==> src/hdl/spid_pkg.sv <==
// spid_pkg: shared types, widths and constants of the speed PID block.
// No dependencies; every other file of the block refers to it by scoped names.
package spid_pkg;

  localparam int GAIN_FRAC_BITS = 12;
  localparam int INTEGRAL_WIDTH = 32;

  localparam int SPEED_W = 16;
  localparam int GAIN_W  = 16;
  localparam int ERR_W   = SPEED_W + 1;
  localparam int DERR_W  = ERR_W + 1;
  localparam int TP_W    = GAIN_W + 1 + ERR_W;
  localparam int TD_W    = GAIN_W + 1 + DERR_W;
  localparam int TI_W    = GAIN_W + 1 + INTEGRAL_WIDTH;
  localparam int SUM_W   = INTEGRAL_WIDTH + 19;

  localparam int CFG_IDX_W = 2;

  localparam logic [GAIN_W-1:0] GAIN_P_RST    = 16'd7660;
  localparam logic [GAIN_W-1:0] GAIN_I_RST    = 16'd279;
  localparam logic [GAIN_W-1:0] GAIN_D_RST    = 16'd4874;
  localparam logic [GAIN_W-1:0] SEP_LIMIT_RST = 16'd300;

  typedef logic signed [SPEED_W-1:0] speed_t;

  typedef enum logic [CFG_IDX_W-1:0] {
    REG_GAIN_P    = 2'd0,
    REG_GAIN_I    = 2'd1,
    REG_GAIN_D    = 2'd2,
    REG_SEP_LIMIT = 2'd3
  } cfg_reg_e;

  typedef struct packed {
    logic [GAIN_W-1:0] gain_p;
    logic [GAIN_W-1:0] gain_i;
    logic [GAIN_W-1:0] gain_d;
    logic [GAIN_W-1:0] sep_limit;
  } cfg_t;

  // error stage -> multiply stage
  typedef struct packed {
    logic                             valid;
    logic signed [ERR_W-1:0]          err;
    logic signed [DERR_W-1:0]         derr;
    logic signed [INTEGRAL_WIDTH-1:0] integ;
  } err_pkt_t;

  // multiply stage -> output stage
  typedef struct packed {
    logic                   valid;
    logic signed [TP_W-1:0] tp;
    logic signed [TI_W-1:0] ti;
    logic signed [TD_W-1:0] td;
  } prod_pkt_t;

endpackage

==> src/hdl/spid_out_stage.sv <==
// spid_out_stage: sum, scale toward zero, clamp to 16 bits; output register.
// Depends on spid_pkg.
module spid_out_stage (
  input  logic                clk_i,
  input  logic                rst_ni,
  input  logic                en_i,
  input  spid_pkg::prod_pkt_t pkt_i,
  output logic                valid_o,
  output spid_pkg::speed_t    drive_o
);

  localparam int SW = spid_pkg::SUM_W;
  localparam logic [SW-1:0]        RND     = SW'((64'd1 << spid_pkg::GAIN_FRAC_BITS) - 64'd1);
  localparam logic signed [SW-1:0] OUT_MAX = SW'(32767);
  localparam logic signed [SW-1:0] OUT_MIN = -SW'(32768);

  logic signed [SW-1:0] sum, adj, quo;
  spid_pkg::speed_t     drive_d, drive_q;
  logic                 valid_q;

  always_comb begin
    sum = SW'(pkt_i.tp) + SW'(pkt_i.ti) + SW'(pkt_i.td);
    // bias negatives so the arithmetic shift truncates toward zero
    adj = sum + (sum[SW-1] ? $signed(RND) : $signed(SW'(0)));
    quo = adj >>> spid_pkg::GAIN_FRAC_BITS;
    if (quo > OUT_MAX) begin
      drive_d = OUT_MAX[spid_pkg::SPEED_W-1:0];
    end else if (quo < OUT_MIN) begin
      drive_d = OUT_MIN[spid_pkg::SPEED_W-1:0];
    end else begin
      drive_d = quo[spid_pkg::SPEED_W-1:0];
    end
  end

  always_ff @(posedge clk_i or negedge rst_ni) begin
    if (!rst_ni) begin
      valid_q <= 1'b0;
    end else if (en_i) begin
      valid_q <= pkt_i.valid;
    end
  end

  always_ff @(posedge clk_i) begin
    if (en_i) begin
      drive_q <= drive_d;
    end
  end

  assign valid_o = valid_q;
  assign drive_o = drive_q;

endmodule

==> config.mk <==
export PLATFORM = sky130hd
export DESIGN_NAME = spid_out_stage
export DESIGN_NICKNAME = d
export VERILOG_FILES = /design/src/hdl/spid_pkg.sv /design/src/hdl/spid_out_stage.sv
export SDC_FILE = /design/constraint.sdc
export NUM_CORES = 1
export LEC_CHECK = 0
export BUFFER_PORTS_ARGS = -buffer_cell sky130_fd_sc_hd__buf_4
export CELL_PAD_IN_SITES_DETAIL_PLACEMENT = 1
export CELL_PAD_IN_SITES_GLOBAL_PLACEMENT = 1
export CORE_MARGIN = 10
export CORE_UTILIZATION = 30
export CTS_CLUSTER_SIZE = 8
export DETAILED_ROUTE_END_ITERATION = 16
export PLACE_DENSITY = 0.69
export SETUP_SLACK_MARGIN = 0.15
export SLEW_MARGIN = 20
export SYNTH_ARGS = -nofsm -noshare
export SYNTH_HDL_FRONTEND = slang
export SYNTH_SLANG_ARGS = --single-unit
==> constraint.sdc <==
create_clock -name clk_i -period 2.15 [get_ports clk_i]
set_input_delay 0.43 -clock clk_i [delete_from_list [all_inputs] [get_ports clk_i]]
set_output_delay 0.43 -clock clk_i [all_outputs]
set_load 0.005 [all_outputs]
# Yosys cells after proc, flatten, opt, wreduce, memory -nomap -nowiden
# Cells that the tools add are included.
[word_totals]
reg_bits = 17
inputBits = 122
out_inout_bits = 17
elab_cells = 9
[classes]
add_sub_neg = 3
order_cmp = 2
muxes = 2
[ops]
columns = ["op", "n"]
rows = [
  ["50-bit by 35-bit adder with 51-bit output", 1],
  ["51-bit by 13-bit adder with 51-bit output", 1],
  ["34-bit by 49-bit adder with 50-bit output", 1],
  ["39-bit by 16-bit > comparator with 1-bit output, second input constant", 1],
  ["39-bit by 16-bit less-than comparator with 1-bit output, second input constant", 1],
  ["16-bit 2-to-1 mux", 1],
  ["12-bit 2-to-1 mux", 1],
]

# Longest topological paths before layout
[logic_depth]
word_depth = 6
mapped_depth = 26
ltp_nobuf = 23

# Least setup slack after synthesis
# Ideal clock, no wire load.
[synth_path]
path_type = "input to register"
startpoint = "input port pkt_i[25] (netlist bit)"
endpoint = "register drive_q[3] (netlist: drive_o[3]) (data pin)"
setup_ns = 0.264
arrival_ns = 6.025
required_ns = 1.886
setup_slack_ns = -4.139
cell_stages = 26
path_buffers = 3
path_cell_list = "fa_1 > ha_1 > buf_2 > a21oi_2 > o21ai_0 > a22oi_2 > a21oi_1 > or4_1 > nand2_1 > ha_1 > a211oi_1 > a221oi_1 > nor2_1 > o21ai_0 > a2111oi_0 > a2111oi_2 > nor2_1 > buf_2 > nor3_4 > and4bb_2 > nand3_1 > xor2_1 > nor4bb_1 > a31o_2 > buf_4 > o31ai_1"
[synth_via]
elab_chain_cells = 5
elab_cells_between_ends = 6
classes_between = "add/sub (2); order compare (2); mux (2)"
[synth_rtl]
columns = ["element", "line_no", "text"]
rows = [
  ["from (decl)", "spid_out_stage.sv:7", "input spid_pkg::prod_pkt_t pkt_i,"],
  ["50-bit by 35-bit adder with 51-bit output *", "spid_out_stage.sv:22", "sum = SW'(pkt_i.tp) + SW'(pkt_i.ti) + SW'(pkt_i.td);"],
  ["12-bit 2-to-1 mux", "spid_out_stage.sv:24", "adj = sum + (sum[SW-1] ? $signed(RND) : $signed(SW'(0)));"],
  ["51-bit by 13-bit adder with 51-bit output *", "spid_out_stage.sv:24", ""],
  ["39-bit by 16-bit less-than comparator with 1-bit output", "spid_out_stage.sv:28", "end else if (quo < OUT_MIN) begin"],
  ["16-bit 2-to-1 mux", "spid_out_stage.sv:28", ""],
  ["to (signal assigned)", "spid_out_stage.sv:45", "drive_q <= drive_d;"],
  ["to (decl)", "spid_out_stage.sv:18", "spid_pkg::speed_t drive_d, drive_q;"],
]
# Every way passes the cells marked *; elsewhere a longest branch is shown, timed or not.
# A chain may end at the register's enable or synchronous reset.

# Worst setup path after layout
[layout_path]
startpoint = "input port pkt_i[111] (netlist bit)"
endpoint = "register drive_q[3] (netlist: drive_o[3]) (data pin)"
[layout_via]
elab_chain_cells = 6
elab_cells_between_ends = 7
classes_between = "add/sub (3); order compare (2); mux (2)"
[layout_rtl]
columns = ["element", "line_no"]
rows = [
  ["34-bit by 49-bit adder with 50-bit output *", "spid_out_stage.sv:22"],
  ["50-bit by 35-bit adder with 51-bit output *", "spid_out_stage.sv:22"],
  ["12-bit 2-to-1 mux", "spid_out_stage.sv:24"],
  ["51-bit by 13-bit adder with 51-bit output *", "spid_out_stage.sv:24"],
  ["39-bit by 16-bit less-than comparator with 1-bit output", "spid_out_stage.sv:28"],
  ["16-bit 2-to-1 mux", "spid_out_stage.sv:28"],
]
# Marked as above.

==> run_results.csv <==
group,metric,value,unit
yosys,yosys_register_bits,17,
layout,layout_commonest_cell,"buf_4",
setup_path,slowest_stage,"fa_1",
yosys,yosysTopAreaCell,"fa_1",
detailed_routing,ant_nets,0,
power_and_ir_drop,p_comb_frac,0.893,
power_and_ir_drop,power_switching,3.854,mW
layout,syn_to_final_growth,64.70,%
yosys,synth_top_area_frac,0.1582,
worst_hold_path,hold_class,"input port to register",
timing,worstMarginPinSlew,731.3,ps
setup_path,path_class,"input port to register",
timing,hold_violations,0,
run_status,status,"finished, violations left",
layout,drive_gt1_frac,0.4716,
yosys,avgSynthCellArea,8.260,sq um
yosys,syn_area,0.006327,sq mm
placement,place_area,0.009734,sq mm
layout,final_core_util,0.4989,
setup_path,crit_fanout,15,
power_and_ir_drop,powerDensity,796.9,mW/mm^2
global_routing,grt_pass1_wl,41.27,mm
timing,slew_headroom,0.5092,
yosys,synth_cell_type_count,87,
yosys,synthAdderAreaFrac,0.2709,
detailed_routing,drc_errors,0,
global_routing,grt_max_degree,18,
floorplan,core,0.02089,sq mm
timing,fin_crit_sh,2.940,
floorplan,die_x,165.2,um
detailed_routing,first_pass_iters,4,
layout,n_antenna_cell,0,
cts,clk_pin_slew_worst_paths,50,ps
cts,cts_tree,"yes",
timing,layout_setup_ws,-4171,ps
layout,stdcell_area,0.01042,sq mm
setup_path,cp_num_buf_inv,8,
layout,nNetsFinal,1409,
detailed_routing,viasPerCell,5.237,
yosys,synth_compound_area_frac,0.2901,
setup_path,end_kind,"register",
floorplan,num_rows,53,
yosys,yosys.area_share.xor_xnor,0.07870,
timing,fin_setup_tns,-65560,ps
setup_path,critPathArrivalTime,6300,ps
worst_hold_path,hold_depth,2,
floorplan,die_y,165.2,um
power_and_ir_drop,p_seq_frac,0.064,
timing,fmax,158.2,MHz
placement,dp_hpwl,21.49,mm
floorplan,dieArea,0.02730,sq mm
global_routing,antenna_found_initial,0,
cts,cts_root_buf,"clkbuf_16",
timing,drv_slew,0,
layout,final_cell_mix,"buf_4 (431), a21oi_1 (56), nand2_1 (54), fa_1 (50), ha_1 (42)",
global_routing,grt_pass1_vias,8381,
setup_path,reg2reg_depth,1,
yosys,ys_top_cells_by_area,"fa_1 (16%), ha_1 (11%), edfxtp_1 (7.6%)",
power_and_ir_drop,switching_share,0.4641,
setup_path,cpPeakStageDelay,570,ps
floorplan,start_util,0.3029,
detailed_routing,drtIter0Drc,292,
yosys,synth_top_family_by_area,"compound AO/OA/AOI/OAI gates",
timing,fin_skew,0,ps
yosys,syn_inst,766,
worst_hold_path,min_from,"pkt_i[118]",
power_and_ir_drop,vdd.ir_drop.worst,0.2995,mV
yosys,synth-edff-count,16,
global_routing,grt-ovfl-total,0,
layout,num-fill-cells,2531,
setup_path,cp-start-kind,"input port",
cts,ctsLongestPathBuffers,2,
detailed_routing,num_vias,7614,
timing,rsz0062_at_grt,"yes",
cts,h-tree-depth,1,
detailed_routing,wl_per_cell,17.61,um
cts,cts.sinks,17,
power_and_ir_drop,p_clk_frac,0.043,
yosys,synth_warnings,0,
setup_path,ff2ff_setup_slack,1390,ps
setup_path,crit_top_cell,"buf_4",
floorplan,io_pins,139,
yosys,synthArstFlopShare,0.05882,
yosys,syn_nets,995,
run,cap_violations,0,
setup_path,rr_startpoint,"valid_o",
timing,period_needed,6321,ps
yosys,ys_seq_area_frac,0.07989,
run_status,violations,"setup timing",
placement,numPortBuffers,138,
setup_path,cp_top_family,"compound AO/OA/AOI/OAI gates",
setup_path,worstPathRequired,2130,ps
timing,setup_viol,16,
detailed_routing,wirelength,25.61,mm
yosys,synth_ff_type,"edfxtp_1",
power_and_ir_drop,intPower,4.451,mW
yosys,muxShareOfSynthArea,0.003559,
power_and_ir_drop,leakage,4.640,nW
cts,insertion_delay,240,ps
global_routing,grt_usage,0.1808,
setup_path,rr_endpoint,"valid_o",
worst_hold_path,min_to,"valid_o",
yosys,yosys.area_share.simple,0.2353,
cts,cts_buffers,3,
placement,gp_congestion,0.9080,
==> metrics by stage <==
| step | instances | total power [mW] | hold slack (ps) | setup slack (ps) |
|---|---|---|---|---|
| 2_1_floorplan | 766 | 4.058 | 134.4 | -3661 |
| 3_3_place_gp | 1426 | 7.034 | 205.4 | -4283 |
| 3_5_place_dp | 1426 | 7.240 | 207.4 | -4522 |
| 4_1_cts | 1447 | 8.025 | 433.2 | -3983 |
| 5_1_grt | 1454 | 8.968 | 435.9 | -4460 |
| 6_report | 1454 | 8.305 | 430.2 | -4171 |
==> power groups by stage <==
| stage | Clock [mW] | Combinational, mW | Sequential, mW |
|---|---|---|---|
| floorplan | 0 | 3.51 | 0.549 |
| global placement | 0 | 6.50 | 0.537 |
| detailed placement | 0 | 6.70 | 0.537 |
| CTS | 0.366 | 7.13 | 0.533 |
| global route | 0.377 | 8.05 | 0.538 |
| finish | 0.360 | 7.42 | 0.530 |
==> cells in the mapped netlist (all sizes together), types with 8 or more instances <==
| library cell | n |
|---|---|
| buf | 21 |
| edfxtp | 16 |
| or3 | 10 |
| inv | 25 |
| and4 | 8 |
| or2 | 8 |
| a211oi | 10 |
| a21o | 24 |
| nand2 | 59 |
| o221ai | 8 |
| clkbuf | 15 |
| nor3 | 20 |
| or4 | 8 |
| o21a | 10 |
| fa | 50 |
| and3 | 8 |
| xor2 | 21 |
| ha | 57 |
| o21ai | 56 |
| o211ai | 14 |
| nor4 | 8 |
| o21bai | 8 |
| nand3 | 29 |
| and2 | 10 |
| a21oi | 66 |
| nand4 | 29 |
| xnor2 | 35 |
| nor2 | 44 |
==> kinds of logic (layout without fill, tap and decap cells) <==
kind of cell | count (synthesis) | in the layout
adders and majority gates | 107 | 107
xor gates and xnor gates | 56 | 56
buffers and inverters | 61 | 474
AOI/OAI and AO/OA | 262 | 262
muxes | 2 | 2
DFF | 17 | 17
and+or+nand+nor | 261 | 261
==> layer usage <==
metal	GRT usage	routed length [um]
met1	0.2245	11080
met2	0.3312	12980
met3	0.01636	1075
met4	0.03623	474
met5	0	0
==> worst max-delay path by stage <==
stage | startpoint | endpoint | slack (ps) | cells after the start
6_report | pkt_i[111] | drive_o[3] | -4170 | 30
5_1_grt | pkt_i[100] | drive_o[3] | -4460 | 26
4_1_cts | pkt_i[11] | drive_o[0] | -3980 | 27
3_5_place_dp | pkt_i[117] | drive_o[8] | -4520 | 26
3_3_place_gp | pkt_i[117] | drive_o[0] | -4280 | 25
2_1_floorplan | pkt_i[13] | drive_o[3] | -3660 | 26
==> what timing repair did <==
| item | CTS | global route |
|---|---|---|
| endpoints found under the hold margin | 1 | 0 |
| hold buffers | 1 | 0 |
| resized for setup | 52 | 18 |
| setup buffers | 16 | 7 |
| endpoints found under the setup margin | 16 | 16 |
| pin swaps | 30 | 41 |
==> state kept, by name, summed over array words and instances, names as in the netlist <==
| name | count |
|---|---|
| drive_o | 16 |
| valid_o | 1 |
==> final cells by class <==
type                            instances  area [sq um]  area share
Clock buffer                            3         75.07    0.007204
Multi-Input combinational cell        688          5981      0.5739
Timing Repair Buffer                  445          3417      0.3279
Tap cell                              275         344.1     0.03302
Clock inverter                          1         5.005   0.0004803
Inverter                               25         93.84    0.009005
Sequential cell                        17         505.5     0.04851
(Power assumes the default switching activity.)
