File: src/hdl/spid_pkg.sv
// spid_pkg: shared types, widths and constants of the speed PID block.
// No dependencies; every other file of the block refers to it by scoped names.
package spid_pkg;

  localparam int GAIN_FRAC_BITS = 12;
  localparam int INTEGRAL_WIDTH = 32;

  localparam int SPEED_W = 16;
  localparam int GAIN_W  = 16;
  localparam int ERR_W   = SPEED_W + 1;
  localparam int DERR_W  = ERR_W + 1;
  localparam int TP_W    = GAIN_W + 1 + ERR_W;
  localparam int TD_W    = GAIN_W + 1 + DERR_W;
  localparam int TI_W    = GAIN_W + 1 + INTEGRAL_WIDTH;
  localparam int SUM_W   = INTEGRAL_WIDTH + 19;

  localparam int CFG_IDX_W = 2;

  localparam logic [GAIN_W-1:0] GAIN_P_RST    = 16'd7660;
  localparam logic [GAIN_W-1:0] GAIN_I_RST    = 16'd279;
  localparam logic [GAIN_W-1:0] GAIN_D_RST    = 16'd4874;
  localparam logic [GAIN_W-1:0] SEP_LIMIT_RST = 16'd300;

  typedef logic signed [SPEED_W-1:0] speed_t;

  typedef enum logic [CFG_IDX_W-1:0] {
    REG_GAIN_P    = 2'd0,
    REG_GAIN_I    = 2'd1,
    REG_GAIN_D    = 2'd2,
    REG_SEP_LIMIT = 2'd3
  } cfg_reg_e;

  typedef struct packed {
    logic [GAIN_W-1:0] gain_p;
    logic [GAIN_W-1:0] gain_i;
    logic [GAIN_W-1:0] gain_d;
    logic [GAIN_W-1:0] sep_limit;
  } cfg_t;

  // error stage -> multiply stage
  typedef struct packed {
    logic                             valid;
    logic signed [ERR_W-1:0]          err;
    logic signed [DERR_W-1:0]         derr;
    logic signed [INTEGRAL_WIDTH-1:0] integ;
  } err_pkt_t;

  // multiply stage -> output stage
  typedef struct packed {
    logic                   valid;
    logic signed [TP_W-1:0] tp;
    logic signed [TI_W-1:0] ti;
    logic signed [TD_W-1:0] td;
  } prod_pkt_t;

endpackage

File: src/hdl/spid_err_stage.sv
// spid_err_stage: input register, error, integral separation and the kept state.
// Depends on spid_pkg.
module spid_err_stage (
  input  logic                        clk_i,
  input  logic                        rst_ni,
  input  logic                        en_i,
  input  logic                        valid_i,
  input  spid_pkg::speed_t            target_speed_i,
  input  spid_pkg::speed_t            measured_speed_i,
  input  logic [spid_pkg::GAIN_W-1:0] sep_limit_i,
  output spid_pkg::err_pkt_t          pkt_o
);

  localparam int IW  = spid_pkg::INTEGRAL_WIDTH;
  localparam int EW  = spid_pkg::ERR_W;

  logic                    a_valid_q;
  spid_pkg::speed_t        tgt_q, meas_q;
  logic signed [IW-1:0]    integ_q, integ_d;
  logic signed [EW-1:0]    prev_q;
  spid_pkg::err_pkt_t      pkt_q, pkt_d;

  logic signed [EW-1:0]    err;
  logic [EW-1:0]           mag;
  logic signed [IW:0]      acc_sum;
  logic                    advance;

  assign advance = en_i && a_valid_q;

  always_comb begin
    err     = EW'(tgt_q) - EW'(meas_q);
    mag     = err[EW-1] ? EW'(-err) : EW'(err);
    acc_sum = (IW+1)'(integ_q) + (IW+1)'(err);
    integ_d = integ_q;
    if (mag <= EW'(sep_limit_i)) begin
      // saturate on signed overflow of the extended sum
      if (acc_sum[IW] != acc_sum[IW-1]) begin
        integ_d = acc_sum[IW] ? {1'b1, {(IW-1){1'b0}}} : {1'b0, {(IW-1){1'b1}}};
      end else begin
        integ_d = acc_sum[IW-1:0];
      end
    end
    pkt_d.valid = a_valid_q;
    pkt_d.err   = err;
    pkt_d.derr  = spid_pkg::DERR_W'(err) - spid_pkg::DERR_W'(prev_q);
    pkt_d.integ = integ_d;
  end

  always_ff @(posedge clk_i or negedge rst_ni) begin
    if (!rst_ni) begin
      a_valid_q <= 1'b0;
      pkt_q     <= '0;
      integ_q   <= '0;
      prev_q    <= '0;
    end else if (en_i) begin
      a_valid_q <= valid_i;
      pkt_q     <= pkt_d;
      if (advance) begin
        integ_q <= integ_d;
        prev_q  <= err;
      end
    end
  end

  always_ff @(posedge clk_i) begin
    if (en_i) begin
      tgt_q  <= target_speed_i;
      meas_q <= measured_speed_i;
    end
  end

  assign pkt_o = pkt_q;

  // state only moves when an item leaves the input register
  a_integ_hold: assert property (@(posedge clk_i) disable iff (!rst_ni)
    !advance |=> $stable(integ_q) && $stable(prev_q))
    else $error("integral or previous error changed without an item");

  a_prev_follows: assert property (@(posedge clk_i) disable iff (!rst_ni)
    advance |=> prev_q == $past(err))
    else $error("previous error not taken from the processed item");

  a_pkt_integ: assert property (@(posedge clk_i) disable iff (!rst_ni)
    advance |=> pkt_q.valid && pkt_q.integ == integ_q)
    else $error("forwarded integral differs from kept integral");

endmodule

File: config.mk
export PLATFORM = sky130hd
export DESIGN_NAME = spid_err_stage
export DESIGN_NICKNAME = d
export VERILOG_FILES = /design/src/hdl/spid_pkg.sv /design/src/hdl/spid_err_stage.sv
export SDC_FILE = /design/constraint.sdc
export NUM_CORES = 1
export LEC_CHECK = 0
export ABC_AREA = 1
export BUFFER_PORTS_ARGS = -buffer_cell sky130_fd_sc_hd__buf_4
export CORE_MARGIN = 8
export CORE_UTILIZATION = 25
export DETAILED_ROUTE_END_ITERATION = 16
export PLACE_DENSITY = 0.41
export SLEW_MARGIN = 20
export SYNTH_ARGS = -nofsm -noshare
export SYNTH_HDL_FRONTEND = slang
export SYNTH_SLANG_ARGS = --single-unit
File: constraint.sdc
create_clock -name clk_i -period 6.48 [get_ports clk_i]
set_input_delay 0.324 -clock clk_i [delete_from_list [all_inputs] [get_ports clk_i]]
set_output_delay 0.324 -clock clk_i [all_outputs]
set_load 0.02 [all_outputs]
# Word level (Yosys, flattened, before mapping)
# Cells that the tools add are included.
[op_classes]
n_addsub = 4
order_cmp = 1
eq_ne = 1
n_mux = 4
n_reduce_logical = 2
[ops]
columns = ["op", "n"]
rows = [
  ["$mux 32", 3],
  ["$add 32x17->33", 1],
  ["$sub 17x17->18", 1],
  ["$le 17x16->1", 1],
  ["$mux 17", 1],
  ["$neg 17->17", 1],
  ["$sub 16x16->17", 1],
  ["$reduce_and 2->1", 1],
  ["$logic_and 1x1->1", 1],
  ["$ne 1x1->1", 1],
]
[totals]
register_bits = 150
input_bits = 52
output_inout_bits = 68
word_cells = 21

# Longest topological paths before layout
[depth]
word_depth = 5
mapped_depth = 36
mapped_depth_nobuf = 33

# Worst setup path after synthesis
# Ideal clock, no wire load.
[synth_timing]
kind = "flip-flop to flip-flop"
startpoint = "reg meas_q[0]"
endpoint = "reg pkt_q, in the netlist pkt_o[31]"
arrival_time_ns = 3.926
setup_slack_ns = 2.436
stages_incl_launch_ff = 31
path_cell_list = "edfxtp_1 ha_1 fa_1 inv_1 nand3_1 nand3_2 nand2_1 nand2_1 nand3_1 nand3_1 nand2_1 buf_2 inv_1 buf_2 nand3_1 nand2_1 inv_1 ha_1 a21oi_1 nor2_1 a211oi_1 nand2_1 nand2_1 nand2_1 nand2_1 nand2_1 nand2_1 clkbuf_1 nand3_1 nand3_1 nand2_1"
[synth_via]
elab_chain_cells = 5
[synth_lines]
columns = ["element", "line", "source"]
rows = [
  ["start: declaration", "spid_err_stage.sv:18", "spid_pkg::speed_t tgt_q, meas_q;"],
  ["start signal: assignment", "spid_err_stage.sv:68", "meas_q <= measured_speed_i;"],
  ["$sub 16x16->17 *", "spid_err_stage.sv:31", "err = EW'(tgt_q) - EW'(meas_q);"],
  ["via err[16]", "spid_err_stage.sv:23", "logic signed [EW-1:0] err;"],
  ["$neg 17->17 or $add 32x17->33 (tied branches)", "spid_err_stage.sv:32, spid_err_stage.sv:33", ""],
  ["$mux 17 (tied with other cells)", "spid_err_stage.sv:32", "mag = err[EW-1] ? EW'(-err) : EW'(err);"],
  ["$le 17x16->1 or $mux 32 (tied branches)", "spid_err_stage.sv:35, spid_err_stage.sv:37", ""],
  ["$mux 32 *", "spid_err_stage.sv:35", "if (mag <= EW'(sep_limit_i)) begin"],
  ["end signal: assignment", "spid_err_stage.sv:57", "pkt_q <= pkt_d;"],
  ["end: declaration", "spid_err_stage.sv:21", "spid_pkg::err_pkt_t pkt_q, pkt_d;"],
]
# The timed path passes the listed nets; every way through them passes the cells marked *.
# A chain may end at the register's enable or synchronous reset.

# Worst setup path in the final report
[layout_timing]
startpoint = "reg meas_q[0]"
endpoint = "reg pkt_q, in the netlist pkt_o[13]"
[layout_via]
elab_chain_cells = 5
[layout_lines]
columns = ["element", "line"]
rows = [
  ["$sub 16x16->17 *", "spid_err_stage.sv:31"],
  ["$neg 17->17 or $add 32x17->33 (tied branches)", "spid_err_stage.sv:32, spid_err_stage.sv:33"],
  ["$mux 17 (tied with other cells)", "spid_err_stage.sv:32"],
  ["$le 17x16->1 or $mux 32 (tied branches)", "spid_err_stage.sv:35, spid_err_stage.sv:37"],
  ["$mux 32 *", "spid_err_stage.sv:35"],
]
# Every way passes the cells marked *; elsewhere a longest branch is shown, timed or not.

==> results.txt <==
----------------------------------------------------
[Setup path]
  Delay of the slowest cell on the worst path ... 690 ps
  Startpoint of the worst register-to-register path ... meas_q[0]$_DFFE_PP_
  Kind of critical path ... reg2reg
  Slowest cell on crit path ... inv_1
  CP most frequent cell ... nand2_1
  Worst endpoint required time ... roughly 6800 ps
  Cell depth of the worst flop-to-flop path ... 25
  Critical path capture point type ... flop
  Minimum setup slack among reg-to-reg paths ... ~1300 ps
  Crit path DAT ... 5500 ps
  Peak fanout along the critical path ... 26
  Capture instance of the worst register-to-register path ... pkt_o[13]$_DFFE_PN0P_
  Crit start category ... flop

[Cells and area]
  Most common library cell in the layout ignoring fill and taps ... nand2_1
  Cell area after layout ... between 10000 and 15000 um^2
  Most frequent cells in the layout ... 562 x nand2_1, 244 x inv_1, 160 x nand3_1, 130 x buf_4, 118 x dfrtp_1
  Final Instance Count excl. Fillers ... approximately 2300
  Inserted Diodes ... 0
  Share of final-layout standard cells stronger than drive strength 1 ... 0.127
  Number of nets in the finished design ... around 1900
  Share of the core filled with cells in the final layout ... 0.301
  Area growth from synthesis to layout ... 18.3%

[Timing]
  Final min period ... just over 5000 ps
  Largest clock skew in the final design ... approximately 13 ps
  Fraction of the cycle the final worst path needs ... 0.797
  Total negative slack for setup checks ... 0 ps
  Pin slew with the least headroom to its limit ... ~960 ps
  Final Hold Viols ... 0
  Unrepaired setup endpoints after global routing ... false
  Number of slew-limit violations in the final report ... 0
  Peak Freq ... just under 200 MHz
  Count of endpoints failing setup in the final report ... 0
  Relative slew margins ... 0.362

[Floorplan]
  Area enclosed by the die boundary ... between 50000 and 60000 um^2
  Die outline width ... about 230 um
  Effective utilization at floorplan ... 0.254
  Core Region ... roughly 44000 um^2
  Height of the die ... roughly 230 um
  IO Count ... 120
  Number of placement rows ... 77

[Place]
  Count of buffers inserted at the top-level ports ... between 100 and 150
  Weighted congestion at the end of routability-driven global placement ... 0.892
  Half-perimeter wire length of the detailed placement result ... around 28000 um
  Instance area at placement ... ~13000 um^2
  Placed Instances ... 2294

[Logic synthesis]
  Total nets after synthesis ... between 1500 and 2000
  Number of enable flip-flop cells after synthesis ... 32
  Post-synthesis area per instance ... between 6 and 7 um^2
  Main flop type after synthesis ... dfrtp_1
  Fraction of post-synthesis cell area in the top cell type by area ... 0.262
  Number of warnings reported in the yosys synthesis log ... 0
  Number of distinct library cells after synthesis ... between 40 and 50
  Library cell occupying the most area in the post-synthesis netlist ... dfrtp_1
  Post-synth ARST share ... 0.787
  Count of state elements after synthesis ... 150
  Portion of the post-synthesis area used by sequential elements ... 0.347
  Post-Syn Instances ... ~1600
  Top cells by area, synth ... dfrtp_1 26%, nand2_1 19%, ha_1 9.1%
  Netlist area before placement ... roughly 11000 um^2

[Drt]
  Routed wire per std cell ... between 15 and 20 um
  Via-to-Cell Ratio ... around 4.4
  DRC violations left ... 0
  DR iter-0 viols ... roughly 550
  Routed WL ... 36900 um
  Number of detailed-routing iterations run before antenna repair ... 5
  Routed vias ... between 10000 and 15000
  Post-detailed-route count of antenna-violating nets ... 0

[Outcome]
  Result of the run ... finished, final reports clean

[Clock tree]
  Total clock sinks ... 150
  CTS tree ... done
  Clock H-tree levels ... 4
  Clk Tree Root Cell ... clkbuf_16
  TritonCTS Buffers ... 17
  Clock-pin slew on the worst setup and hold paths ... ~70 ps
  Maximum count of clock buffers along a single path ... 2
  Resize count post-CTS ... 0
  Clock Latency Late Sink ... about 460 ps

[Global route]
  Gr usage total ... 0.144
  Number of antenna violations at the first check in global routing ... 1
  Remaining global-route overflow ... 0
  Pin count of the biggest net entering global routing ... 90
  Vias in the first global route ... between 10000 and 15000
  First-pass GRT wire length ... around 60000 um

[Power]
  Static leakage power ... between 0.007 and 0.008 uW
  Power density relative to cell area ... ~530 nW/um^2
  VDD IR-drop max ... approximately 0.00016 V

[Hold path]
  Hold path startpoint ... target_speed_i[13]
  Min-delay worst type ... in2reg
  Hold endpoint ... tgt_q[13]$_DFFE_PP_
  Hold path cells ... 1

[Run]
  Maximum Capacitance Violations ... 0

----------------------------------------------------
critical path, delay by kind of cell (launching register included):
kind / cells / cell delay [ps]
buffers and inverters: 3 / 1150
AO/OA/AOI/OAI: 3 / 730
AND/OR/NAND/NOR: 16 / 1700
adder cells (fa/ha/maj): 3 / 1060
flip-flops: 1 / 370
sequential cells by signal (all words and copies together), names as in the netlist:
signal / cells
tgt_q: 16
prev_q: 17
a_valid_q: 1
integ_q: 32
meas_q: 16
pkt_o: 68
through the flow:
stage	worst slack (ps)	power [uW]	hold slack (ps)
after floorplan	2440	4760	28.4
after global placement	1420	6130	454
after detailed placement	1260	6140	462
after CTS	1230	7150	5.12
after global routing	681	7810	5.88
final	1310	7010	40.7
cells in the mapped netlist, types with 2 or more instances:
master    number
nand2_1      562
buf_6          3
inv_2         11
or2_2          5
fa_1           3
xnor2_1       10
a21boi_0       2
buf_12         2
and2_1         3
o21ai_0       56
inv_1        244
nor2_1        78
xor2_2         2
dfrtp_1      118
xor2_1        27
nand4_1       14
a211oi_1       2
nor3_1        12
nand2_4       21
nand3_1      160
ha_1          82
nor2_2         3
nor4_1         2
buf_2         10
nand3b_1       2
a31oi_1        8
nand2_2        8
o21bai_1       8
edfxtp_1      32
nand3_2        4
a21o_1         4
a21oi_1       79
buf_1          5
clkbuf_1      23
routing by layer:
| metal | wire length, um | up-vias | GRT usage |
|---|---|---|---|
| met1 | 16500 | 4712 | 0.176 |
| met2 | 18300 | 180 | 0.254 |
| met5 | 13 | - | 0 |
| met4 | 586 | 2 | 0.0383 |
| li1 | - | 5323 | - |
| met3 | 1460 | 43 | 0.0311 |
power breakdown:
group | switching (uW) | leakage [uW] | internal, uW
logic | 2930 | 0.00523 | 1600
clock network | 446 | 0.000263 | 514
registers | 231 | 0.00175 | 1300
total | 3600 | 0.00725 | 3410
cell families (layout without fill, tap and decap cells):
| kind of cell | Yosys count | after routing | synth area share |
|---|---|---|---|
| simple gates | 879 | 879 | 0.341 |
| buf+inv | 298 | 419 | 0.105 |
| compound gates | 162 | 162 | 0.0772 |
| flops | 150 | 150 | 0.347 |
| fa+ha+maj | 85 | 85 | 0.0964 |
| xor+xnor | 40 | 40 | 0.0331 |
worst max path at each step:
stage | from | endpoint | slack [ps] | cells past startpoint
finish | meas_q[0]$_DFFE_PP_ | pkt_o[13]$_DFFE_PN0P_ | 1310 | 25
global route | tgt_q[0]$_DFFE_PP_ | pkt_o[15]$_DFFE_PN0P_ | 680 | 30
CTS | meas_q[0]$_DFFE_PP_ | pkt_o[13]$_DFFE_PN0P_ | 1230 | 25
detailed placement | meas_q[0]$_DFFE_PP_ | pkt_o[11]$_DFFE_PN0P_ | 1260 | 25
global placement | tgt_q[0]$_DFFE_PP_ | pkt_o[11]$_DFFE_PN0P_ | 1420 | 30
floorplan | meas_q[0]$_DFFE_PP_ | pkt_o[31]$_DFFE_PN0P_ | 2440 | 30
repair_timing:
action / in CTS / in global routing
hold buffers: 1 / 0
endpoints found under the hold margin: 7 / 0
setup buffers: 0 / 0
cell type report:
| cell class | instances | area [um^2] |
|---|---|---|
| fill | 4887 | 31000 |
| multi-input combinational | 1166 | 6170 |
| sequential | 150 | 3910 |
| timing repair buffer | 132 | 1010 |
| inverter | 255 | 957 |
| tap | 592 | 741 |
| clock buffer | 21 | 464 |
| clock inverter | 11 | 75.1 |
Note: power is estimated with default switching activity, not from simulation.
