[src/hdl/spid_pkg.sv]
// spid_pkg: shared types, widths and constants of the speed PID block.
// No dependencies; every other file of the block refers to it by scoped names.
package spid_pkg;

  localparam int GAIN_FRAC_BITS = 12;
  localparam int INTEGRAL_WIDTH = 32;

  localparam int SPEED_W = 16;
  localparam int GAIN_W  = 16;
  localparam int ERR_W   = SPEED_W + 1;
  localparam int DERR_W  = ERR_W + 1;
  localparam int TP_W    = GAIN_W + 1 + ERR_W;
  localparam int TD_W    = GAIN_W + 1 + DERR_W;
  localparam int TI_W    = GAIN_W + 1 + INTEGRAL_WIDTH;
  localparam int SUM_W   = INTEGRAL_WIDTH + 19;

  localparam int CFG_IDX_W = 2;

  localparam logic [GAIN_W-1:0] GAIN_P_RST    = 16'd7660;
  localparam logic [GAIN_W-1:0] GAIN_I_RST    = 16'd279;
  localparam logic [GAIN_W-1:0] GAIN_D_RST    = 16'd4874;
  localparam logic [GAIN_W-1:0] SEP_LIMIT_RST = 16'd300;

  typedef logic signed [SPEED_W-1:0] speed_t;

  typedef enum logic [CFG_IDX_W-1:0] {
    REG_GAIN_P    = 2'd0,
    REG_GAIN_I    = 2'd1,
    REG_GAIN_D    = 2'd2,
    REG_SEP_LIMIT = 2'd3
  } cfg_reg_e;

  typedef struct packed {
    logic [GAIN_W-1:0] gain_p;
    logic [GAIN_W-1:0] gain_i;
    logic [GAIN_W-1:0] gain_d;
    logic [GAIN_W-1:0] sep_limit;
  } cfg_t;

  // error stage -> multiply stage
  typedef struct packed {
    logic                             valid;
    logic signed [ERR_W-1:0]          err;
    logic signed [DERR_W-1:0]         derr;
    logic signed [INTEGRAL_WIDTH-1:0] integ;
  } err_pkt_t;

  // multiply stage -> output stage
  typedef struct packed {
    logic                   valid;
    logic signed [TP_W-1:0] tp;
    logic signed [TI_W-1:0] ti;
    logic signed [TD_W-1:0] td;
  } prod_pkt_t;

endpackage

[src/hdl/spid_cfg_regs.sv]
// spid_cfg_regs: gain and separation-limit registers behind the write port.
// Depends on spid_pkg.
module spid_cfg_regs (
  input  logic                                clk_i,
  input  logic                                rst_ni,
  input  logic                                cfg_we_i,
  input  logic [spid_pkg::CFG_IDX_W-1:0]      cfg_idx_i,
  input  logic [spid_pkg::GAIN_W-1:0]         cfg_wdata_i,
  output spid_pkg::cfg_t                      cfg_o
);

  spid_pkg::cfg_t cfg_q, cfg_d;

  always_comb begin
    cfg_d = cfg_q;
    if (cfg_we_i) begin
      case (spid_pkg::cfg_reg_e'(cfg_idx_i))
        spid_pkg::REG_GAIN_P:    cfg_d.gain_p    = cfg_wdata_i;
        spid_pkg::REG_GAIN_I:    cfg_d.gain_i    = cfg_wdata_i;
        spid_pkg::REG_GAIN_D:    cfg_d.gain_d    = cfg_wdata_i;
        spid_pkg::REG_SEP_LIMIT: cfg_d.sep_limit = cfg_wdata_i;
        default:                 cfg_d           = cfg_q;
      endcase
    end
  end

  always_ff @(posedge clk_i or negedge rst_ni) begin
    if (!rst_ni) begin
      cfg_q.gain_p    <= spid_pkg::GAIN_P_RST;
      cfg_q.gain_i    <= spid_pkg::GAIN_I_RST;
      cfg_q.gain_d    <= spid_pkg::GAIN_D_RST;
      cfg_q.sep_limit <= spid_pkg::SEP_LIMIT_RST;
    end else begin
      cfg_q <= cfg_d;
    end
  end

  assign cfg_o = cfg_q;

endmodule

[config.mk]
export PLATFORM = sky130hd
export DESIGN_NAME = spid_cfg_regs
export DESIGN_NICKNAME = d
export VERILOG_FILES = /design/src/hdl/spid_pkg.sv /design/src/hdl/spid_cfg_regs.sv
export SDC_FILE = /design/constraint.sdc
export NUM_CORES = 1
export LEC_CHECK = 0
export ABC_CLOCK_PERIOD_IN_PS = 1400
export BUFFER_PORTS_ARGS = -buffer_cell sky130_fd_sc_hd__buf_2
export CELL_PAD_IN_SITES_DETAIL_PLACEMENT = 0
export CELL_PAD_IN_SITES_GLOBAL_PLACEMENT = 2
export CORE_ASPECT_RATIO = 1.4
export CORE_UTILIZATION = 25
export CTS_BUF_LIST = sky130_fd_sc_hd__clkbuf_4 sky130_fd_sc_hd__clkbuf_8 sky130_fd_sc_hd__clkbuf_16
export DETAILED_ROUTE_END_ITERATION = 10
export GPL_ROUTABILITY_DRIVEN = 0
export GPL_TIMING_DRIVEN = 0
export HOLD_SLACK_MARGIN = 0.12
export PLACE_DENSITY = 0.66
export SLEW_MARGIN = 10
export SYNTH_ARGS = -nofsm -noshare
export SYNTH_HDL_FRONTEND = slang
export SYNTH_SLANG_ARGS = --single-unit
[constraint.sdc]
create_clock -name clk_i -period 1.4 [get_ports clk_i]
set_clock_uncertainty 0.1 [all_clocks]
set_input_delay 0.07 -clock clk_i [delete_from_list [all_inputs] [get_ports clk_i]]
set_output_delay 0.07 -clock clk_i [all_outputs]
set_load 0.005 [all_outputs]
# After elaboration in Yosys (flattened, before gate mapping)
# Cells that the tools add are included.
# totals
register_bits	64
inputBits	21
out_inout_bits	64
# op_classes
n_eq_ne	3
reduce_logical	5
# op_table
operator	n
AND reduction 2 bit	4
== test 2 bit (second input constant)	2
== test 2 x 1 -> 1 bit (second input constant)	1
logical NOT 2 bit	1

# Logic depth before layout (Yosys ltp)
# Gate-level depths: netlist (run 1).
# logic_depth
depth_word	2
mapped_depth	3
depth_no_buf	2

# Worst setup path before layout (run 1)
# OpenSTA, ideal clock, no wires.
# synth_timing
path_type	in2reg
from	input port cfg_idx_i[1] in the netlist's numbering
to	register cfg_q (netlist bit cfg_o[48])
setup_time_ps	125
t_arrival_ps	899
slack_ps	276
stages	3
n_path_buf	1
cell_sequence	nor3b_4 > buf_6 > mux2_2
# synth_via
elab_chain_len	2
# synth_rtl
item	line	rtl
start, declared	spid_cfg_regs.sv:7	input logic [spid_pkg::CFG_IDX_W-1:0] cfg_idx_i,
logical NOT 2 bit	spid_cfg_regs.sv:17	case (spid_pkg::cfg_reg_e'(cfg_idx_i))
AND reduction 2 bit (no line)	--	
end signal, assigned	spid_cfg_regs.sv:34	cfg_q <= cfg_d;
end, declared	spid_cfg_regs.sv:12	spid_pkg::cfg_t cfg_q, cfg_d;
# No other way between the ends.
# A chain may end at the register's enable or synchronous reset.

# Final worst setup path (run 1)
# layout_timing
from	input port cfg_idx_i[1] in the netlist's numbering
to	register cfg_q (netlist bit cfg_o[63])
# Same word-level chain as after synthesis.

==> results of run 1 <==
through the flow:
| step | hold slack (ns) | total power, mW | setup slack, ns |
|---|---|---|---|
| finish | 0.151 | 6.16 | 0.210 |
| global route | 0.157 | 6.44 | 0.123 |
| CTS | 0.140 | 6.28 | 0.161 |
| detailed placement | -0.0608 | 3.42 | -0.198 |
| global placement | 0.253 | 3.39 | -0.163 |
| floorplan | -0.326 | 2.88 | 0.276 |
area by class of cell:
| type | count | share of cell area (%) |
|---|---|---|
| Buffer | 4 | 1.05 |
| Sequential cell | 64 | 45.6 |
| Multi-Input combinational cell | 68 | 21.6 |
| Tap cell | 110 | 3.85 |
| Clock inverter | 6 | 3.64 |
| Timing Repair Buffer | 103 | 17.6 |
| Clock buffer | 10 | 6.68 |
worst max-delay path: stages:
cell and delay, ns:
sky130_fd_sc_hd__buf_2 0.14, sky130_fd_sc_hd__nor3b_4 0.50, sky130_fd_sc_hd__buf_6 0.25, sky130_fd_sc_hd__mux2_2 0.34
per-layer routing:
| metal | global-route usage, % | routed length (um) | vias to the layer above | share of wire, % |
|---|---|---|---|---|
| li1 | - | - | 713 | - |
| met1 | 14.1 | 2350 | 777 | 40 |
| met2 | 20.7 | 2980 | 55 | 51 |
| met3 | 3.60 | 324 | 10 | 5.6 |
| met4 | 8.44 | 148 | 0 | 2.6 |
| met5 | 0 | 0 | - | 0 |
cell families (layout without fill, tap and decap cells):
family        Yosys count  in the layout  share of synthesized area [%]
simple gates            4              4                           2.10
flops                  64             64                           66.8
mux                    64             64                           29.5
buf+inv                 4            123                           1.54
path summary, 6_finish.rpt:
check                                   from   endpoint  slack (ns)  depth (start not counted)
worst max-delay path            cfg_idx_i[1]  cfg_o[63]        0.21                          4
worst min-delay path            cfg_idx_i[1]  cfg_o[56]        0.15                          3
worst max register to register     cfg_o[35]  cfg_o[35]        0.53                          1
worst min register to register     cfg_o[57]  cfg_o[57]        0.40                          1
max in group asynchronous             rst_ni  cfg_o[50]        0.48                          3
min in group asynchronous             rst_ni  cfg_o[38]        0.20                          3
synth_stat cells:
library cell,count,area (um2)
sky130_fd_sc_hd__dfstp_2,23,604
sky130_fd_sc_hd__buf_2,1,5.00
sky130_fd_sc_hd__buf_6,1,11.3
sky130_fd_sc_hd__buf_4,1,7.51
sky130_fd_sc_hd__clkbuf_8,1,13.8
sky130_fd_sc_hd__mux2_2,64,721
sky130_fd_sc_hd__nand3_2,1,10.0
sky130_fd_sc_hd__nand3b_2,2,22.5
sky130_fd_sc_hd__nor3b_4,1,18.8
sky130_fd_sc_hd__dfrtp_1,41,1030
timing repair:
action	in CTS	in global routing
hold endpoints to repair	128	0
buffers inserted	0	0
hold buffers	18	0
setup endpoints to repair	0	0
report_power, final:
part | leakage (nW) | switching [mW] | internal [mW]
Combinational | 0.735 | 0.373 | 0.571
Clock | 0.182 | 0.794 | 1.96
Sequential | 0.727 | 0.167 | 2.29
Total | 1.64 | 1.33 | 4.83
==> impl_metrics.ini, run 1 <==
[cts]
cts_num_sinks = 64
worstSkewPairLatency_ns = 0.32
cts_htree_levels = 3
clk_root_buffer_cell = sky130_fd_sc_hd__clkbuf_16
number_of_cts_inserted_buffers = 9
clk_path_buf_depth = 2
tritoncts = done
post_cts.resized_instances = 0
clkSlewWorstSetupHoldPaths_ns = 0.05

[route]
routedWlPerCell_um = 15.9
route.final.wire_length_mm = 5.80
drtAntennaViolNets = 0
number_of_optimization_iterations_in_the_first_detailed_route_pass = 2
vias = 1555
drt_iter0_drc = 10
drt_via_density = 4.26
residual_drc = 0

[status]
status = completed

[timing]
worst_slew_pin_slew_ns = 0.537
slew_headroom_pct = 64.2
finalMaxSlewViolations = 0
final_hold_viol_count = 0
period_needed_ns = 1.19
setup_viol_count_final = 0
rsz0062_at_grt = no
finalCritPeriodShare_pct = 85.0
totalNegativeSetupSlack_ns = 0
max_freq_mhz = 840

[cells_and_area]
largest_register_ff_count = 64
post_route_cells_drive_above_1_share_pct = 76.9
register_area_mm2 = 0.00163
layout-area-overhead-vs-synth_pct = 46.6
final_common_cell = sky130_fd_sc_hd__buf_2
layout.filler_cells = 943
multi_input_comb_area_um2 = 772
antenna_cells = 0
final_nets = 271
most_used_cells_in_the_layout_excluding_fill_and_tap_cells = 84 x sky130_fd_sc_hd__buf_2, 64 x sky130_fd_sc_hd__mux2_2, 41 x sky130_fd_sc_hd__dfrtp_1, 23 x sky130_fd_sc_hd__dfstp_2, 18 x sky130_fd_sc_hd__dlygate4sd3_1
final_cells = 365
final_core_util_pct = 37.8
postLayoutCellArea_mm2 = 0.00358

[synthesis]
synth-warning-count = 0
netlist_area_before_placement_mm2 = 0.00244
netlist-cell-type-count = 10
syn_inst = 136
number_of_synthesized_register_bits = 64
ys_seq_area_share_pct = 66.8
synthesized_nets = 157
synth_area_per_cell_um2 = 17.9

[placement]
placement.cell_area_mm2 = 0.00303
port_buffers = 84
dp_hpwl_mm = 3.79
dp_cells = 331

[die]
floorplan.die_area_mm2 = 0.0102
placement_rows = 42
initial_core_utilization_pct = 25.8
core_region_area_mm2 = 0.00946
io_pins = 85
die_w_um = 85.5
die_h_um = 119

[global_routing]
largest_net_degree_at_the_start_of_global_routing = 64
antenna_found_initial = 0
groute.usage.overall_pct = 12.6
global_route.overflow_total = 0
grt_first_pass_wirelength_mm = 9.28
first_global_vias = 1708

[power]
power.ir.vdd_worst_v = 0.000590
leakagePower_nw = 1.64
power-per-cell-area_mw_per_mm2 = 1720

[run]
max_cap_violations = 0

[setup_path]
endpoint_kind = flop
crit_path_arrival_time_ns = 1.30
critical_path.startpoint_type = input pin
worstPathMaxFanout = 10
critical_path_required_ns = 1.51
timing.setup.critical_path_class = in -> reg

[min_path]
hold_class = in -> reg
(Power assumes the default switching activity.)
==> run 2: changes to the inputs <==
--- a/config.mk
+++ b/config.mk
@@ -10,6 +10,7 @@
 export CELL_PAD_IN_SITES_DETAIL_PLACEMENT = 0
 export CELL_PAD_IN_SITES_GLOBAL_PLACEMENT = 2
 export CORE_ASPECT_RATIO = 1.4
+export CORE_MARGIN = 10
 export CORE_UTILIZATION = 25
 export CTS_BUF_LIST = sky130_fd_sc_hd__clkbuf_4 sky130_fd_sc_hd__clkbuf_8 sky130_fd_sc_hd__clkbuf_16
 export DETAILED_ROUTE_END_ITERATION = 10
==> run 2 against run 1 <==
Compared with the run above:
- global-route usage shrank 3.3 points
- largest power group is now sequential cells
- largest cell class unchanged
- power shrank 7.8%
- non-clock buffer count shrank 2
- maximum frequency shrank 1.7%
- routed wire length grew 7.8%
- die area grew 39%
- critical path depth is the same
- count of clock-buffer cells in the layout grew 2
- first-iteration DRC count grew 140%
- clock power shrank 18%
- hold slack gained 0.011 ns
- core utilization shrank 0.88 points
==> impl_metrics.ini, run 2 (synthesis results as in run 1) <==
[power]
combinationalPowerShare_pct = 16.9
switching_share_pct = 23.4
power.ir.vdd_worst_v = 0.000946
p_clk_share_pct = 39.9
netSwitchingPower_mw = 1.33
power-per-cell-area_mw_per_mm2 = 1620
share_seq_of_total_power_pct = 43.2
leakagePower_nw = 1.59
p_int_mw = 4.35
finalPower_mw = 5.68

[cells_and_area]
most_used_cells_in_the_layout_excluding_fill_and_tap_cells = 84 x sky130_fd_sc_hd__buf_2, 64 x sky130_fd_sc_hd__mux2_2, 41 x sky130_fd_sc_hd__dfrtp_1, 23 x sky130_fd_sc_hd__dfstp_2, 17 x sky130_fd_sc_hd__dlygate4sd3_1
final_nets = 269
largest_register_ff_count = 64
final_common_cell = sky130_fd_sc_hd__buf_2
layout-area-overhead-vs-synth_pct = 44.0
postLayoutCellArea_mm2 = 0.00351
final_cells = 386
post_route_cells_drive_above_1_share_pct = 77.1

[timing]
finalMaxSlewViolations = 0
final_hold_viol_count = 0
worst_slew_pin_slew_ns = 0.798
finalCritPeriodShare_pct = 86.5
setup_ws_post_layout_ns = 0.189
setup_viol_count_final = 0
rsz0062_at_grt = no
max_freq_mhz = 826
totalNegativeSetupSlack_ns = 0
period_needed_ns = 1.21
slew_headroom_pct = 46.8

[cts]
total_setup_buffers_inserted_after_cts = 0
clk_root_buffer_cell = sky130_fd_sc_hd__clkbuf_16
tritoncts = done
worstSkewPairLatency_ns = 0.32
hold_buffer_count_at_cts = 17
clkSlewWorstSetupHoldPaths_ns = 0.05
cts_num_sinks = 64
clk_path_buf_depth = 2
number_of_cts_inserted_buffers = 9
post_cts.resized_instances = 0
cts_htree_levels = 3

[setup_path]
endpoint_kind = flop
critical_path.startpoint_type = input pin
critical_path_required_ns = 1.50
crit_path_arrival_time_ns = 1.32
worst_reg_to_reg_cells = 1
crit_start = cfg_we_i
timing.setup.critical_path_class = in -> reg
worstPathMaxFanout = 10
r2r_start = cfg_o[62]

[die]
die_h_um = 137
die_w_um = 103
core_region_area_mm2 = 0.00951
initial_core_utilization_pct = 25.7
io_pins = 85
floorplan.die_area_mm2 = 0.0142
placement_rows = 42

[route]
residual_drc = 0
vias = 1573
drt_iter0_drc = 24
drtAntennaViolNets = 0
route.final.wire_length_mm = 6.26
routedWlPerCell_um = 16.2
drt_via_density = 4.08
number_of_optimization_iterations_in_the_first_detailed_route_pass = 3

[placement]
dp_hpwl_mm = 4.61
place_ws_ns = -0.221
port_buffers = 84
placement.cell_area_mm2 = 0.00303
dp_cells = 352

[min_path]
hold_depth = 3
min_from = cfg_idx_i[0]
hold_class = in -> reg

[global_routing]
grt_first_pass_wirelength_mm = 9.94
largest_net_degree_at_the_start_of_global_routing = 65
first_global_vias = 1780
groute.usage.overall_pct = 9.35
global_route.overflow_total = 0
antenna_found_initial = 0

[run]
max_cap_violations = 0

[status]
status = completed
[run 2: final timing paths]
path | endpoint | slack [ns]
setup / recovery | cfg_o[49] | 0.19
hold / removal | cfg_o[57] | 0.16
setup reg to reg | cfg_o[62] | 0.54
hold reg to reg | cfg_o[26] | 0.40
max in group asynchronous | cfg_o[26] | 0.41
min in group asynchronous | cfg_o[1] | 0.28
[run 2: layout make-up]
class	count	area, um2
multi-input combinational	68	772
sequential	64	1630
clock buffer	12	260
tap	132	165
timing repair buffer	101	593
buffer	4	37.5
clock inverter	4	52.6
antenna	1	2.50
fill	947	6000
[run 2: critical path, cell delays in order]
cell                      delay [ns]
sky130_fd_sc_hd__buf_2          0.14
sky130_fd_sc_hd__nor3b_4        0.50
sky130_fd_sc_hd__buf_6          0.25
sky130_fd_sc_hd__mux2_2         0.35
[run 2: power groups by stage]
stage / registers [mW] / clock network (mW) / logic, mW
floorplan: 2.52 / 0 / 0.360
global placement: 2.47 / 0 / 0.954
detailed placement: 2.48 / 0 / 0.967
CTS: 2.46 / 2.35 / 1.00
global route: 2.50 / 2.44 / 1.07
finish: 2.45 / 2.26 / 0.961
[run 2: layer usage]
layer	part of all wire [%]	track usage, %
met1	38	9.94
met2	50	14.8
met3	11	5.55
met4	0.91	3.64
met5	0	0
[run 2: through the flow]
| stage | utilization [%] | hold slack (ns) |
|---|---|---|
| 2_1_floorplan | - | -0.326 |
| 3_3_place_gp | 31.8 | 0.248 |
| 3_5_place_dp | 31.8 | 0.118 |
| 4_1_cts | 36.9 | 0.159 |
| 5_1_grt | 36.9 | 0.174 |
| 6_report | 36.9 | 0.162 |
==> run 3: changes to the inputs <==
--- a/config.mk
+++ b/config.mk
@@ -7,17 +7,16 @@
 export LEC_CHECK = 0
 export ABC_CLOCK_PERIOD_IN_PS = 1400
 export BUFFER_PORTS_ARGS = -buffer_cell sky130_fd_sc_hd__buf_2
-export CELL_PAD_IN_SITES_DETAIL_PLACEMENT = 0
-export CELL_PAD_IN_SITES_GLOBAL_PLACEMENT = 2
 export CORE_ASPECT_RATIO = 1.4
 export CORE_MARGIN = 10
 export CORE_UTILIZATION = 25
 export CTS_BUF_LIST = sky130_fd_sc_hd__clkbuf_4 sky130_fd_sc_hd__clkbuf_8 sky130_fd_sc_hd__clkbuf_16
+export CTS_CLUSTER_DIAMETER = 60
 export DETAILED_ROUTE_END_ITERATION = 10
 export GPL_ROUTABILITY_DRIVEN = 0
 export GPL_TIMING_DRIVEN = 0
 export HOLD_SLACK_MARGIN = 0.12
-export PLACE_DENSITY = 0.66
+export PLACE_DENSITY = 0.51
 export SLEW_MARGIN = 10
 export SYNTH_ARGS = -nofsm -noshare
 export SYNTH_HDL_FRONTEND = slang
==> run 3 against run 2 <==
Compared with the run above:
- cell area barely moved
- final cell count fell by 0.26%
- global-route usage barely moved
- routed wire length fell by 1.2%
- non-clock buffer count did not move
==> impl_metrics.ini, run 3 (synthesis results as in run 1) <==
[status]
status = completed

[cts]
clkSlewWorstSetupHoldPaths_ns = 0.05
total_setup_buffers_inserted_after_cts = 0
clk_root_buffer_cell = sky130_fd_sc_hd__clkbuf_16
worstSkewPairLatency_ns = 0.32
post_cts.resized_instances = 0
tritoncts = done
clk_path_buf_depth = 2
cts_htree_levels = 3
number_of_cts_inserted_buffers = 9
cts_num_sinks = 64
hold_buffer_count_at_cts = 17

[die]
initial_core_utilization_pct = 25.7
io_pins = 85
floorplan.die_area_mm2 = 0.0142
placement_rows = 42
die_h_um = 137
die_w_um = 103
core_region_area_mm2 = 0.00951

[cells_and_area]
postLayoutCellArea_mm2 = 0.00352
antenna_cells = 0
layout-area-overhead-vs-synth_pct = 44.1
final_common_cell = sky130_fd_sc_hd__buf_2
register_area_mm2 = 0.00163
layout.filler_cells = 920
most_used_cells_in_the_layout_excluding_fill_and_tap_cells = 84 x sky130_fd_sc_hd__buf_2, 64 x sky130_fd_sc_hd__mux2_2, 41 x sky130_fd_sc_hd__dfrtp_1, 23 x sky130_fd_sc_hd__dfstp_2, 17 x sky130_fd_sc_hd__dlygate4sd3_1
post_route_cells_drive_above_1_share_pct = 77.1
final_nets = 269
multi_input_comb_area_um2 = 772
largest_register_ff_count = 64
final_core_util_pct = 37.0

[global_routing]
first_global_vias = 1768
antenna_found_initial = 0
grt_first_pass_wirelength_mm = 9.88
global_route.overflow_total = 0
largest_net_degree_at_the_start_of_global_routing = 65
groute.usage.overall_pct = 9.37

[setup_path]
worstPathMaxFanout = 10
critical_path_required_ns = 1.51
timing.setup.critical_path_class = in -> reg
cpMaxStageDelayCell = sky130_fd_sc_hd__nor3b_4
timing.critical_path.cells = buf_2 -> nor3b_4 -> buf_6 -> mux2_2
critical_path.startpoint_type = input pin
crit_path_arrival_time_ns = 1.33
endpoint_kind = flop
crit_path_max_incr_delay_ns = 0.52

[run]
max_cap_violations = 0

[timing]
rsz0062_at_grt = no
finalMaxSlewViolations = 0
finalCritPeriodShare_pct = 86.8
period_needed_ns = 1.21
slew_headroom_pct = 47.5
max_freq_mhz = 823
setup_viol_count_final = 0
setup_ws_post_layout_ns = 0.185
final_hold_viol_count = 0
worst_slew_pin_slew_ns = 0.788

[power]
power.ir.vdd_worst_v = 0.000875
leakagePower_nw = 1.61
power-per-cell-area_mw_per_mm2 = 1640

[placement]
dp_hpwl_mm = 4.46
port_buffers = 84
placement.cell_area_mm2 = 0.00303
place_ws_ns = -0.232

[min_path]
hold_class = in -> reg

[route]
routedWlPerCell_um = 16.1
drtAntennaViolNets = 0
drt_iter0_drc = 18
vias = 1573
residual_drc = 0
number_of_optimization_iterations_in_the_first_detailed_route_pass = 2
drt_via_density = 4.09
route.final.wire_length_mm = 6.18
[run 3: cell count changes in the layout (fill, tap and decap cells not counted)]
cell,previous run,this run
sky130_fd_sc_hd__diode_2,1,0
sky130_fd_sc_hd__bufinv_16,1,2
sky130_fd_sc_hd__clkinv_2,0,2
sky130_fd_sc_hd__clkbuf_8,3,1
sky130_fd_sc_hd__clkinvlp_4,3,0
sky130_fd_sc_hd__clkbuf_4,1,3
[run 3: metrics by stage]
stage               hold WS, ns  cells  setup TNS [ns]  total power [mW]
finish                    0.160    385               0              5.77
detailed placement        0.114    352           -2.12              3.45
CTS                       0.157    385               0              5.89
floorplan                -0.326    136               0              2.88
global route              0.169    385               0              6.08
global placement          0.252    352           -5.81              3.42
[run 3: layout make-up]
class | instances | share of cell area [%]
flip-flops and latches | 64 | 46.4
multi-input cells | 68 | 22.0
repair buffers | 101 | 16.9
clock buffers | 12 | 7.05
well taps | 132 | 4.70
clock inverters | 4 | 1.99
plain buffers | 4 | 1.07
[run 3: final timing paths]
path                               from         to  slack, ns  depth (start not counted)
max                        cfg_idx_i[1]  cfg_o[49]       0.19                          4
min                        cfg_idx_i[0]  cfg_o[56]       0.16                          3
max reg2reg                   cfg_o[45]  cfg_o[45]       0.54                          1
min reg2reg                   cfg_o[11]  cfg_o[11]       0.40                          1
max in group asynchronous        rst_ni  cfg_o[41]       0.40                          2
min in group asynchronous        rst_ni  cfg_o[35]       0.29                          2
[run 3: critical path, delay by kind of cell]
family	cells	cell delay (ns)
AND/OR/NAND/NOR	1	0.52
buffers and inverters	2	0.39
multiplexers	1	0.34
[run 3: power by group]
group / switching [mW] / total [mW] / internal [mW]
registers: 0.155 / 2.45 / 2.29
clock network: 0.750 / 2.36 / 1.61
logic: 0.397 / 0.959 / 0.563
[run 3: layer usage]
| layer | wire length, um | up-vias | global-route usage (%) |
|---|---|---|---|
| met4 | 120 | 0 | 5.12 |
| li1 | - | 714 | - |
| met1 | 2360 | 792 | 9.78 |
| met5 | 0 | - | 0 |
| met2 | 3050 | 58 | 14.8 |
| met3 | 656 | 9 | 4.95 |
